**config.mk**
```make
export PLATFORM = sky130hd
export DESIGN_NAME = utf8_to_code_point_decoder_core_flat
export DESIGN_NICKNAME = d
export VERILOG_FILES = /design/src/hw/rtl/u8dec_pkg.sv /design/src/hw/rtl/u8dec_if.sv /design/src/hw/rtl/utf8_to_code_point_decoder_core.sv /design/src/hw/rtl/u8dec_step.sv /design/src/flat_wrapper.sv
export SDC_FILE = /design/constraint.sdc
export NUM_CORES = 1
export LEC_CHECK = 0
export ABC_AREA = 1
export BUFFER_PORTS_ARGS = -buffer_cell sky130_fd_sc_hd__buf_2
export CAP_MARGIN = 20
export CORE_MARGIN = 2
export CORE_UTILIZATION = 40
export DETAILED_ROUTE_END_ITERATION = 7
export PLACE_DENSITY = 0.67
export SETUP_SLACK_MARGIN = 0.1
export SYNTH_ARGS = -nofsm -noshare
export SYNTH_HDL_FRONTEND = slang
export SYNTH_HIERARCHICAL = 1
export SYNTH_SLANG_ARGS = --single-unit
```
**constraint.sdc**
```tcl
create_clock -name clk -period 10.6 [get_ports clk]
set_input_delay 2.12 -clock clk [delete_from_list [all_inputs] [get_ports clk]]
set_output_delay 2.12 -clock clk [all_outputs]
set_load 0.03 [all_outputs]
```
**src/hw/rtl/u8dec_pkg.sv**
```systemverilog
// Package with shared types and constants for the UTF-8 decoder.
package u8dec_pkg;

	// Width of the per-string character counter; wraps modulo 2**COUNT_BITS.
	localparam int COUNT_BITS = 16;
	// Width used to compare the counter against the limit register.
	localparam int CMP_W = (COUNT_BITS > 16) ? COUNT_BITS : 16;

	localparam int CP_W = 27;
	localparam int IDX_W = 16;
	localparam int REM_W = 3;

	// Configuration register map (word index into the APB space).
	localparam int PADDR_W = 3;
	localparam logic [0:0] REG_MAX_CHARS = 1'b0;

	// Lead byte classification masks and match patterns.
	localparam logic [7:0] LEAD1_MASK = 8'h80;
	localparam logic [7:0] LEAD2_MASK = 8'hE0;
	localparam logic [7:0] LEAD2_PAT = 8'hC0;
	localparam logic [7:0] LEAD3_MASK = 8'hF0;
	localparam logic [7:0] LEAD3_PAT = 8'hE0;
	localparam logic [7:0] LEAD4_MASK = 8'hF8;
	localparam logic [7:0] LEAD4_PAT = 8'hF0;
	localparam logic [7:0] CONT_MASK = 8'h3F;
	localparam logic [7:0] PAY2_MASK = 8'h1F;
	localparam logic [7:0] PAY3_MASK = 8'h0F;
	localparam logic [7:0] PAY4_MASK = 8'h07;

	// Continuation bytes still expected after each kind of lead byte.
	localparam logic [REM_W-1:0] REM_NONE = 3'd0;
	localparam logic [REM_W-1:0] REM_TWO = 3'd1;
	localparam logic [REM_W-1:0] REM_THREE = 3'd2;
	localparam logic [REM_W-1:0] REM_FOUR = 3'd3;
	localparam logic [REM_W-1:0] REM_FIVE = 3'd4;

	// Decoder state carried from one byte to the next.
	typedef struct packed {
		logic [CP_W-1:0]       partial_value;
		logic [REM_W-1:0]      bytes_remaining;
		logic [COUNT_BITS-1:0] chars_out;
		logic                  limit_reached;
	} dec_state_t;

	// One result item.
	typedef struct packed {
		logic             char_valid;
		logic [CP_W-1:0]  code_point;
		logic [IDX_W-1:0] char_index;
		logic             string_done;
		logic [IDX_W-1:0] total_chars;
	} dec_result_t;

endpackage

```
**src/hw/rtl/u8dec_if.sv**
```systemverilog
// Valid/ready channel interfaces for the byte input and the character output.
interface u8dec_byte_if;
	logic       valid;
	logic       ready;
	logic [7:0] byte_in;
	logic       last_byte;

	modport source (output valid, output byte_in, output last_byte, input ready);
	modport sink (input valid, input byte_in, input last_byte, output ready);
endinterface

interface u8dec_char_if;
	logic                            valid;
	logic                            ready;
	logic                            char_valid;
	logic [u8dec_pkg::CP_W-1:0]      code_point;
	logic [u8dec_pkg::IDX_W-1:0]     char_index;
	logic                            string_done;
	logic [u8dec_pkg::IDX_W-1:0]     total_chars;

	modport source (output valid, output char_valid, output code_point, output char_index,
		output string_done, output total_chars, input ready);
	modport sink (input valid, input char_valid, input code_point, input char_index,
		input string_done, input total_chars, output ready);
endinterface

```
**src/hw/rtl/utf8_to_code_point_decoder_core.sv**
```systemverilog
// UTF-8 decoder top level: byte input register, decode step, result register, APB register.
//
// Decodes one UTF-8 byte per clock cycle while the output is not stalled. A taken byte sits
// in the input register, is decoded against the running state, and its result (a completed
// code point, or the end-of-string summary on the last byte) is then held in the result
// register, so a new byte can be taken every cycle while the output keeps up. The throughput
// rests on the decode step, which updates the running state, including the accumulator and
// character counter. While a result waits on the output, the input register still takes one
// byte; the input stalls only when both registers are full and the output is not being
// taken. max_chars (register 0, byte address 0) may be written only while no byte is in
// flight; zero means no limit. All string state clears after the last byte. No reset sweep
// is needed.
module utf8_to_code_point_decoder_core (
	input  logic                            clk,
	input  logic                            arst_n,
	u8dec_byte_if.sink                      bytes,
	u8dec_char_if.source                    chars,
	input  logic                            psel,
	input  logic                            penable,
	input  logic                            pwrite,
	input  logic [u8dec_pkg::PADDR_W-1:0]   paddr,
	input  logic [31:0]                     pwdata,
	output logic [31:0]                     prdata,
	output logic                            pready
);

	logic                   valid_s1;
	logic [7:0]             byte_s1;
	logic                   last_s1;
	logic                   valid_s2;
	u8dec_pkg::dec_result_t res_s2;
	u8dec_pkg::dec_state_t  state_q;
	logic [15:0]            max_chars_q;
	u8dec_pkg::dec_state_t  state_nxt;
	u8dec_pkg::dec_result_t res_nxt;
	logic                   emit;
	logic                   out_free;
	logic                   advance;
	logic                   cfg_wr;

	// Configuration register write and read.
	assign pready = 1'b1;
	assign cfg_wr = psel && penable && pwrite && (paddr[2] == u8dec_pkg::REG_MAX_CHARS);
	assign prdata = (paddr[2] == u8dec_pkg::REG_MAX_CHARS) ? {16'd0, max_chars_q} : 32'd0;

	always_ff @(posedge clk or negedge arst_n) begin
		if (!arst_n) begin
			max_chars_q <= '0;
		end else if (cfg_wr) begin
			max_chars_q <= pwdata[15:0];
		end
	end

	// Flow control: the decode stage moves when the result register can take a result.
	assign out_free = !valid_s2 || chars.ready;
	assign advance = valid_s1 && out_free;
	assign bytes.ready = !valid_s1 || out_free;

	// Input register.
	always_ff @(posedge clk or negedge arst_n) begin
		if (!arst_n) begin
			valid_s1 <= 1'b0;
		end else if (bytes.ready) begin
			valid_s1 <= bytes.valid;
		end
	end

	always_ff @(posedge clk) begin
		if (bytes.ready && bytes.valid) begin
			byte_s1 <= bytes.byte_in;
			last_s1 <= bytes.last_byte;
		end
	end

	u8dec_step u_step (
		.cur       (state_q),
		.max_chars (max_chars_q),
		.byte_in   (byte_s1),
		.last_byte (last_s1),
		.nxt       (state_nxt),
		.res       (res_nxt),
		.emit      (emit)
	);

	// Decoder state; everything returns to zero after the last byte of a string.
	always_ff @(posedge clk or negedge arst_n) begin
		if (!arst_n) begin
			state_q <= '0;
		end else if (advance) begin
			state_q <= last_s1 ? '0 : state_nxt;
		end
	end

	// Result register.
	always_ff @(posedge clk or negedge arst_n) begin
		if (!arst_n) begin
			valid_s2 <= 1'b0;
		end else if (out_free) begin
			valid_s2 <= advance && emit;
		end
	end

	always_ff @(posedge clk) begin
		if (advance && emit) begin
			res_s2 <= res_nxt;
		end
	end

	assign chars.valid = valid_s2;
	assign chars.char_valid = res_s2.char_valid;
	assign chars.code_point = res_s2.code_point;
	assign chars.char_index = res_s2.char_index;
	assign chars.string_done = res_s2.string_done;
	assign chars.total_chars = res_s2.total_chars;

	// A processed last byte leaves the decoder in its start-of-string state.
	a_clear_after_last: assert property (@(posedge clk) disable iff (!arst_n)
		advance && last_s1 |=> state_q.bytes_remaining == u8dec_pkg::REM_NONE &&
			state_q.chars_out == '0 && !state_q.limit_reached)
		else $error("decoder state not cleared after last byte");

	// At most four continuation bytes are ever outstanding.
	a_rem_range: assert property (@(posedge clk) disable iff (!arst_n)
		state_q.bytes_remaining <= u8dec_pkg::REM_FIVE)
		else $error("continuation count out of range");

	// The limit is only noticed between characters.
	a_limit_idle: assert property (@(posedge clk) disable iff (!arst_n)
		state_q.limit_reached |-> state_q.bytes_remaining == u8dec_pkg::REM_NONE)
		else $error("limit reached inside a sequence");

	// A result without a character is only the end-of-string summary.
	a_empty_is_done: assert property (@(posedge clk) disable iff (!arst_n)
		valid_s2 && !res_s2.char_valid |-> res_s2.string_done)
		else $error("empty result without string end");

	// A byte waiting on a full result register is not lost.
	a_s1_hold: assert property (@(posedge clk) disable iff (!arst_n)
		valid_s1 && !out_free |=> valid_s1 && $stable(byte_s1) && $stable(last_s1))
		else $error("stalled input byte changed");

endmodule

```
**src/hw/rtl/u8dec_step.sv**
```systemverilog
// Combinational decode of one byte against the current decoder state.
module u8dec_step (
	input  u8dec_pkg::dec_state_t  cur,
	input  logic [15:0]            max_chars,
	input  logic [7:0]             byte_in,
	input  logic                   last_byte,
	output u8dec_pkg::dec_state_t  nxt,
	output u8dec_pkg::dec_result_t res,
	output logic                   emit
);

	logic                                got;
	logic [u8dec_pkg::CP_W-1:0]          cp;
	logic [u8dec_pkg::CP_W-1:0]          shifted;
	logic [u8dec_pkg::REM_W-1:0]         rem_dec;
	logic                                at_limit;

	// The limit applies only when it is nonzero and the count has reached it.
	assign at_limit = (max_chars != 16'd0) &&
		(u8dec_pkg::CMP_W'(cur.chars_out) >= u8dec_pkg::CMP_W'(max_chars));
	assign shifted = {cur.partial_value[u8dec_pkg::CP_W-7:0], byte_in[5:0]};
	assign rem_dec = cur.bytes_remaining - 3'd1;

	// Classify lead bytes and fold continuation bytes into the accumulator.
	always_comb begin
		nxt = cur;
		got = 1'b0;
		cp = '0;
		if (!cur.limit_reached) begin
			if (cur.bytes_remaining == u8dec_pkg::REM_NONE) begin
				if (at_limit) begin
					nxt.limit_reached = 1'b1;
				end else if ((byte_in & u8dec_pkg::LEAD1_MASK) == 8'h00) begin
					cp = u8dec_pkg::CP_W'(byte_in);
					got = 1'b1;
				end else if ((byte_in & u8dec_pkg::LEAD2_MASK) == u8dec_pkg::LEAD2_PAT) begin
					nxt.partial_value = u8dec_pkg::CP_W'(byte_in & u8dec_pkg::PAY2_MASK);
					nxt.bytes_remaining = u8dec_pkg::REM_TWO;
				end else if ((byte_in & u8dec_pkg::LEAD3_MASK) == u8dec_pkg::LEAD3_PAT) begin
					nxt.partial_value = u8dec_pkg::CP_W'(byte_in & u8dec_pkg::PAY3_MASK);
					nxt.bytes_remaining = u8dec_pkg::REM_THREE;
				end else if ((byte_in & u8dec_pkg::LEAD4_MASK) == u8dec_pkg::LEAD4_PAT) begin
					nxt.partial_value = u8dec_pkg::CP_W'(byte_in & u8dec_pkg::PAY4_MASK);
					nxt.bytes_remaining = u8dec_pkg::REM_FOUR;
				end else begin
					nxt.partial_value = u8dec_pkg::CP_W'(byte_in & u8dec_pkg::PAY4_MASK);
					nxt.bytes_remaining = u8dec_pkg::REM_FIVE;
				end
			end else begin
				nxt.bytes_remaining = rem_dec;
				nxt.partial_value = shifted;
				if (rem_dec == u8dec_pkg::REM_NONE) begin
					cp = shifted;
					nxt.partial_value = '0;
					got = 1'b1;
				end
			end
		end
		if (got) begin
			nxt.chars_out = cur.chars_out + u8dec_pkg::COUNT_BITS'(1);
		end
	end

	// Build the result item; the index is the count before this character.
	always_comb begin
		res.char_valid = got;
		res.code_point = cp;
		res.char_index = got ? u8dec_pkg::IDX_W'(cur.chars_out) : '0;
		res.string_done = last_byte;
		res.total_chars = u8dec_pkg::IDX_W'(nxt.chars_out);
	end

	assign emit = got || last_byte;

endmodule
```
**src/flat_wrapper.sv**
```systemverilog
// flat-port wrapper written by rule: the top's interface ports become plain ports
module utf8_to_code_point_decoder_core_flat 
  (clk, arst_n, psel, penable, pwrite, paddr, pwdata, prdata, pready, bytes_valid, bytes_byte_in, bytes_last_byte, bytes_ready, chars_valid, chars_char_valid, chars_code_point, chars_char_index, chars_string_done, chars_total_chars, chars_ready);
  u8dec_byte_if bytes_i ();
  u8dec_char_if chars_i ();
  input  logic clk;
  input  logic arst_n;
  input  logic psel;
  input  logic penable;
  input  logic pwrite;
  input  logic [u8dec_pkg::PADDR_W-1:0] paddr;
  input  logic [31:0] pwdata;
  output logic [31:0] prdata;
  output logic pready;
  input wire logic [$bits(bytes_i.valid)-1:0] bytes_valid;
  input wire logic [$bits(bytes_i.byte_in)-1:0] bytes_byte_in;
  input wire logic [$bits(bytes_i.last_byte)-1:0] bytes_last_byte;
  output wire logic [$bits(bytes_i.ready)-1:0] bytes_ready;
  output wire logic [$bits(chars_i.valid)-1:0] chars_valid;
  output wire logic [$bits(chars_i.char_valid)-1:0] chars_char_valid;
  output wire logic [$bits(chars_i.code_point)-1:0] chars_code_point;
  output wire logic [$bits(chars_i.char_index)-1:0] chars_char_index;
  output wire logic [$bits(chars_i.string_done)-1:0] chars_string_done;
  output wire logic [$bits(chars_i.total_chars)-1:0] chars_total_chars;
  input wire logic [$bits(chars_i.ready)-1:0] chars_ready;
  assign bytes_i.valid = bytes_valid;
  assign bytes_i.byte_in = bytes_byte_in;
  assign bytes_i.last_byte = bytes_last_byte;
  assign bytes_ready = bytes_i.ready;
  assign chars_valid = chars_i.valid;
  assign chars_char_valid = chars_i.char_valid;
  assign chars_code_point = chars_i.code_point;
  assign chars_char_index = chars_i.char_index;
  assign chars_string_done = chars_i.string_done;
  assign chars_total_chars = chars_i.total_chars;
  assign chars_i.ready = chars_ready;
  utf8_to_code_point_decoder_core u_core (.clk(clk), .arst_n(arst_n), .bytes(bytes_i), .chars(chars_i), .psel(psel), .penable(penable), .pwrite(pwrite), .paddr(paddr), .pwdata(pwdata), .prdata(prdata), .pready(pready));
endmodule
```
* Yosys cells after proc, flatten, opt, wreduce, memory -nomap -nowiden *
Cells that the tools add are included.
W data, S select, Z words.

operators by class
  add/sub/neg operators = 2
  multiply operators = 0
  div/mod/pow operators = 0
  magnitude comparators = 1
  eq/ne operators = 6
  shift operators = 0
  multiplexer cells = 23
  bitwise operators = 1
  reduce and logical (&&, ||, !) cells = 17

operators with widths
  operator                 number
  $mux W24                 4
  $mux W27                 2
  $mux W41                 1
  $mux W16                 2
  $mux W8                  3
  $mux W21                 1
  $add A16 B1 Y16 const B  1
  $ge A16 B16 Y1           1
  $reduce_bool A16 Y1      1
  $logic_not A8 Y1         1
  $mux W1                  8
  $logic_and A1 B1 Y1      7
  $mux W7                  1
  $logic_not A3 Y1         2
  $ne A3 B2 Y1 const B     2
  $eq A5 B5 Y1 const B     1
  $eq A4 B4 Y1 const B     1
  $reduce_and A4 Y1        1
  $eq A3 B3 Y1 const B     1
  $logic_or A1 B1 Y1       3
  $mux W3                  1
  $sub A3 B1 Y3 const B    1
  $logic_not A1 Y1         2
  $ne A2 B1 Y1 const B     1
  $not A1 Y1               1

storage, ports and cells
  flip-flop bits (word level) = 129
  bits in latches = 0
  RAM bits = 0
  ROM bits = 0
  input port bits = 51
  output and inout port bits = 96
  word-level logic and storage cells = 64
  memories kept = 0

* Longest topological paths before layout *
  word-level depth = 9
  mapped depth = 23
  depth with buffers taken out = 21

* Hierarchy *
Netlist, hierarchy kept.

modules (own cells, without submodules)
  module                           instances  cells an instance  area each (µm²)  seq. area each (µm²)
  utf8_to_code_point_decoder_core  1          511                5,386.4          3,728.6
  u8dec_step                       1          508                2,670.1          0.0

* Worst setup path before layout *
No wires, ideal clock.

  path type = input-to-reg
  start = in chars_ready
  end = reg u_core.res_s2 (netlist bit u_core/chars.char_index[0]), enable pin
  setup time = 480 ps
  arrival time = 5,007 ps
  data required time = 10,120 ps
  setup slack = 5,113 ps
  stages = 5
  path buffers = 1
  path through = inv_2 > nand2_2 > nand2_1 > buf_2 > nor2_1

between the ends
  cells in the longest elaborated chain, start to end = 3

ends and longest elaborated chain
  item                  RTL line                                source
  start, declared       flat_wrapper.sv:25                      input wire logic [$bits(chars_i.ready)-1:0] chars_ready;
  $logic_or A1 B1 Y1    utf8_to_code_point_decoder_core.sv:55   assign out_free = !valid_s2 || chars.ready;
  $logic_and A1 B1 Y1   utf8_to_code_point_decoder_core.sv:56   assign advance = valid_s1 && out_free;
  $logic_and A1 B1 Y1   utf8_to_code_point_decoder_core.sv:104  if (advance && emit) begin
  end signal, assigned  utf8_to_code_point_decoder_core.sv:105  res_s2 <= res_nxt;
  end, declared         utf8_to_code_point_decoder_core.sv:31   u8dec_pkg::dec_result_t res_s2;

Every way passes these cells.
A chain may end at the register's enable or synchronous reset.

* Worst setup path in the final report *
  start = in paddr[2] (netlist bit)
  end = out prdata[5]

between the ends
  cells in the longest elaborated chain, start to end = 1

ends and longest elaborated chain
  item             RTL line                               source
  start, declared  flat_wrapper.sv:11                     input logic [u8dec_pkg::PADDR_W-1:0] paddr;
  $mux W16         utf8_to_code_point_decoder_core.sv:44  assign prdata = (paddr[2] == u8dec_pkg::REG_MAX_CHARS) ? {16'd0, max_chars_q} : 32'd0;
  end, declared    flat_wrapper.sv:13                     output logic [31:0] prdata;

Every way passes these cells.

==> metrics.cfg <==
[drt]
drc_errors = 0
drt-initial-drc-count = 638
first_pass_iters = 7
wl_per_cell_um = 14.03
routed_via_density = 4.889
final_antenna_net_count = 0
dr_total_vias = 6165
finalWirelength_mm = 17.70

[clock_network]
clock_sinks = 129
clkTransAtPathRegs_ps = 60
clk_latency_ps = 430
htree_levels = 4
cts-root-buf = clkbuf_16
hold_buffers = 0
cts_resized = 0
cts_buffers = 17
postCtsSetupRepairBufs = 0
clk_path_buf_depth = 2
cts_tree = done

[placement]
dpl_worst_slack_ps = 5401
dp_hpwl_mm = 11.59
dpl-instance-area_sq_um = 7965
dp_cells = 1229
io_buffers = 111
gp_congestion = 0.8312

[pwr]
p_leak_nw = 4.058
ir_drop_mv = 0.1711
power.density_cell_area_nw_per_um2 = 245.8
power_mw = 2.108

[worst_setup_path]
crit_path_end_kind = output port
path_max_fanout = 17
path_delay_family = buffers and inverters
cp.buffers_inverters = 2
cp.arrival_ps = 2720
critical_path_required_ps = 8480
crit_chain = buf_2 -> nor2_1 -> buf_2
cpPeakStageDelay_ps = 320
crit_path_top_delay_cell = buf_2
worstSetupStartpointType = input port
path_class = input port to output port
path_common_cell = buf_2

[sta]
layout_setup_ws_ps = 5760
min_period_over_period_pct = 45.66
rsz0062_at_grt = false
finalMaxSlewViolations = 0
whs_ps = 498.6
post-route-min-period_ps = 4840
max_slew_margin_pct = 39.04
setup_violations = 0
fmax_ghz = 0.2066
fin_setup_tns_ps = 0
skew_ps = 11.05
worst_pin_slew_ps = 914.4
final_hold_viol_count = 0

[floorplan]
die_h_um = 142.0
die_w_um = 142.0
num_rows = 50
core_sq_um = 18710
die_area_sq_um = 20170
ios = 147
initial_core_util_pct = 40.73

[min_path]
hp-class = flop to flop

[global_route]
grt_pass1_wl_mm = 28.53
grt_pass1_vias = 5625
grt_max_degree = 60
grt_remaining_overflow = 0
grt.total_usage_pct = 17.83
antenna_found_initial = 0

[final_layout]
diodes = 0
layout.nets = 1085
fillerInstances = 1831
layout.cells.non_filler = 1261
final_area_sq_um = 8574
area_delta_synth_final_pct = 12.55
final_util_pct = 45.84
drive_above_1_share_pct = 18.40

[run_status]
outcome = completed

[synth]
synth_warnings = 6
syn_avg_cell_area_sq_um = 7.994
synth_area_sq_um = 7619
synth_cells = 953

[flow_run]
max-cap-violations = 0

==> sequential cells by signal, indices dropped and copies added, names as in the netlist <==
signal and count:
u_core/byte_s1 8, u_core/chars.char_index 16, u_core/chars.char_valid 1, u_core/chars.code_point 27, u_core/chars.string_done 1, u_core/chars.total_chars 16
u_core/chars.valid 1, u_core/last_s1 1, u_core/max_chars_q 16, u_core/state_q 41, u_core/valid_s1 1
==> metal layers <==
layer	track usage (%)	share of wire, %	routed length [um]
met5	0	0	0
met4	6.895	1.8	312
met3	3.634	6.2	1101
met2	26.39	43	7675
met1	25.71	49	8607
==> report_power, final <==
part / switching (mW) / internal, mW
Clock: 0.234 / 0.374
Sequential: 0.0820 / 0.671
Combinational: 0.566 / 0.181
Total: 0.882 / 1.23
==> area by class of cell <==
| cell class | count | area (sq um) | share of cell area, % |
|---|---|---|---|
| Tap cell | 234 | 292.8 | 3.415 |
| Sequential cell | 129 | 3580 | 41.75 |
| Multi-Input combinational cell | 584 | 2865 | 33.42 |
| Clock buffer | 18 | 429.2 | 5.005 |
| Timing Repair Buffer | 119 | 615.6 | 7.179 |
| Clock inverter | 14 | 180.2 | 2.101 |
| Inverter | 163 | 611.8 | 7.136 |
==> layout by cell type (no fill, tap or decap), types with 2 or more instances in the layout <==
cell / instances
nor4_4: 2
inv_2: 9
conb_1: 17
buf_4: 8
o22ai_1: 2
clkinvlp_4: 4
nor4_1: 3
ha_1: 20
buf_2: 111
bufinv_16: 3
nand2_1: 189
nand3_1: 94
a21oi_1: 35
clkbuf_16: 17
nor2_1: 117
dfrtp_1: 58
edfxtp_1: 70
o21ai_1: 2
nand4_1: 19
inv_6: 4
nor2_2: 8
nand3_2: 5
inv_1: 154
nand2_4: 4
o21ai_0: 26
nand2_2: 4
nor3_1: 25
==> final timing paths <==
kind / from / end / slack, ps / depth (start not counted)
setup / recovery: paddr[2] / prdata[5] / 5760 / 3
hold / removal: u_core/max_chars_q[10] / u_core/max_chars_q[10] / 500 / 2
setup reg to reg: u_core/max_chars_q[3] / u_core/chars.total_chars[9] / 6030 / 18
hold reg to reg: u_core/max_chars_q[10] / u_core/max_chars_q[10] / 500 / 2
max in group asynchronous: arst_n / u_core/valid_s1 / 8120 / 2
min in group asynchronous: arst_n / u_core/state_q[25] / 1880 / 2
==> tightest hold or removal path, stage by stage (launching register included) <==
cell and delay, ps:
dfrtp_1 360, nand2_1 60, nand2_1 50
Note: power is estimated with default switching activity, not from simulation.
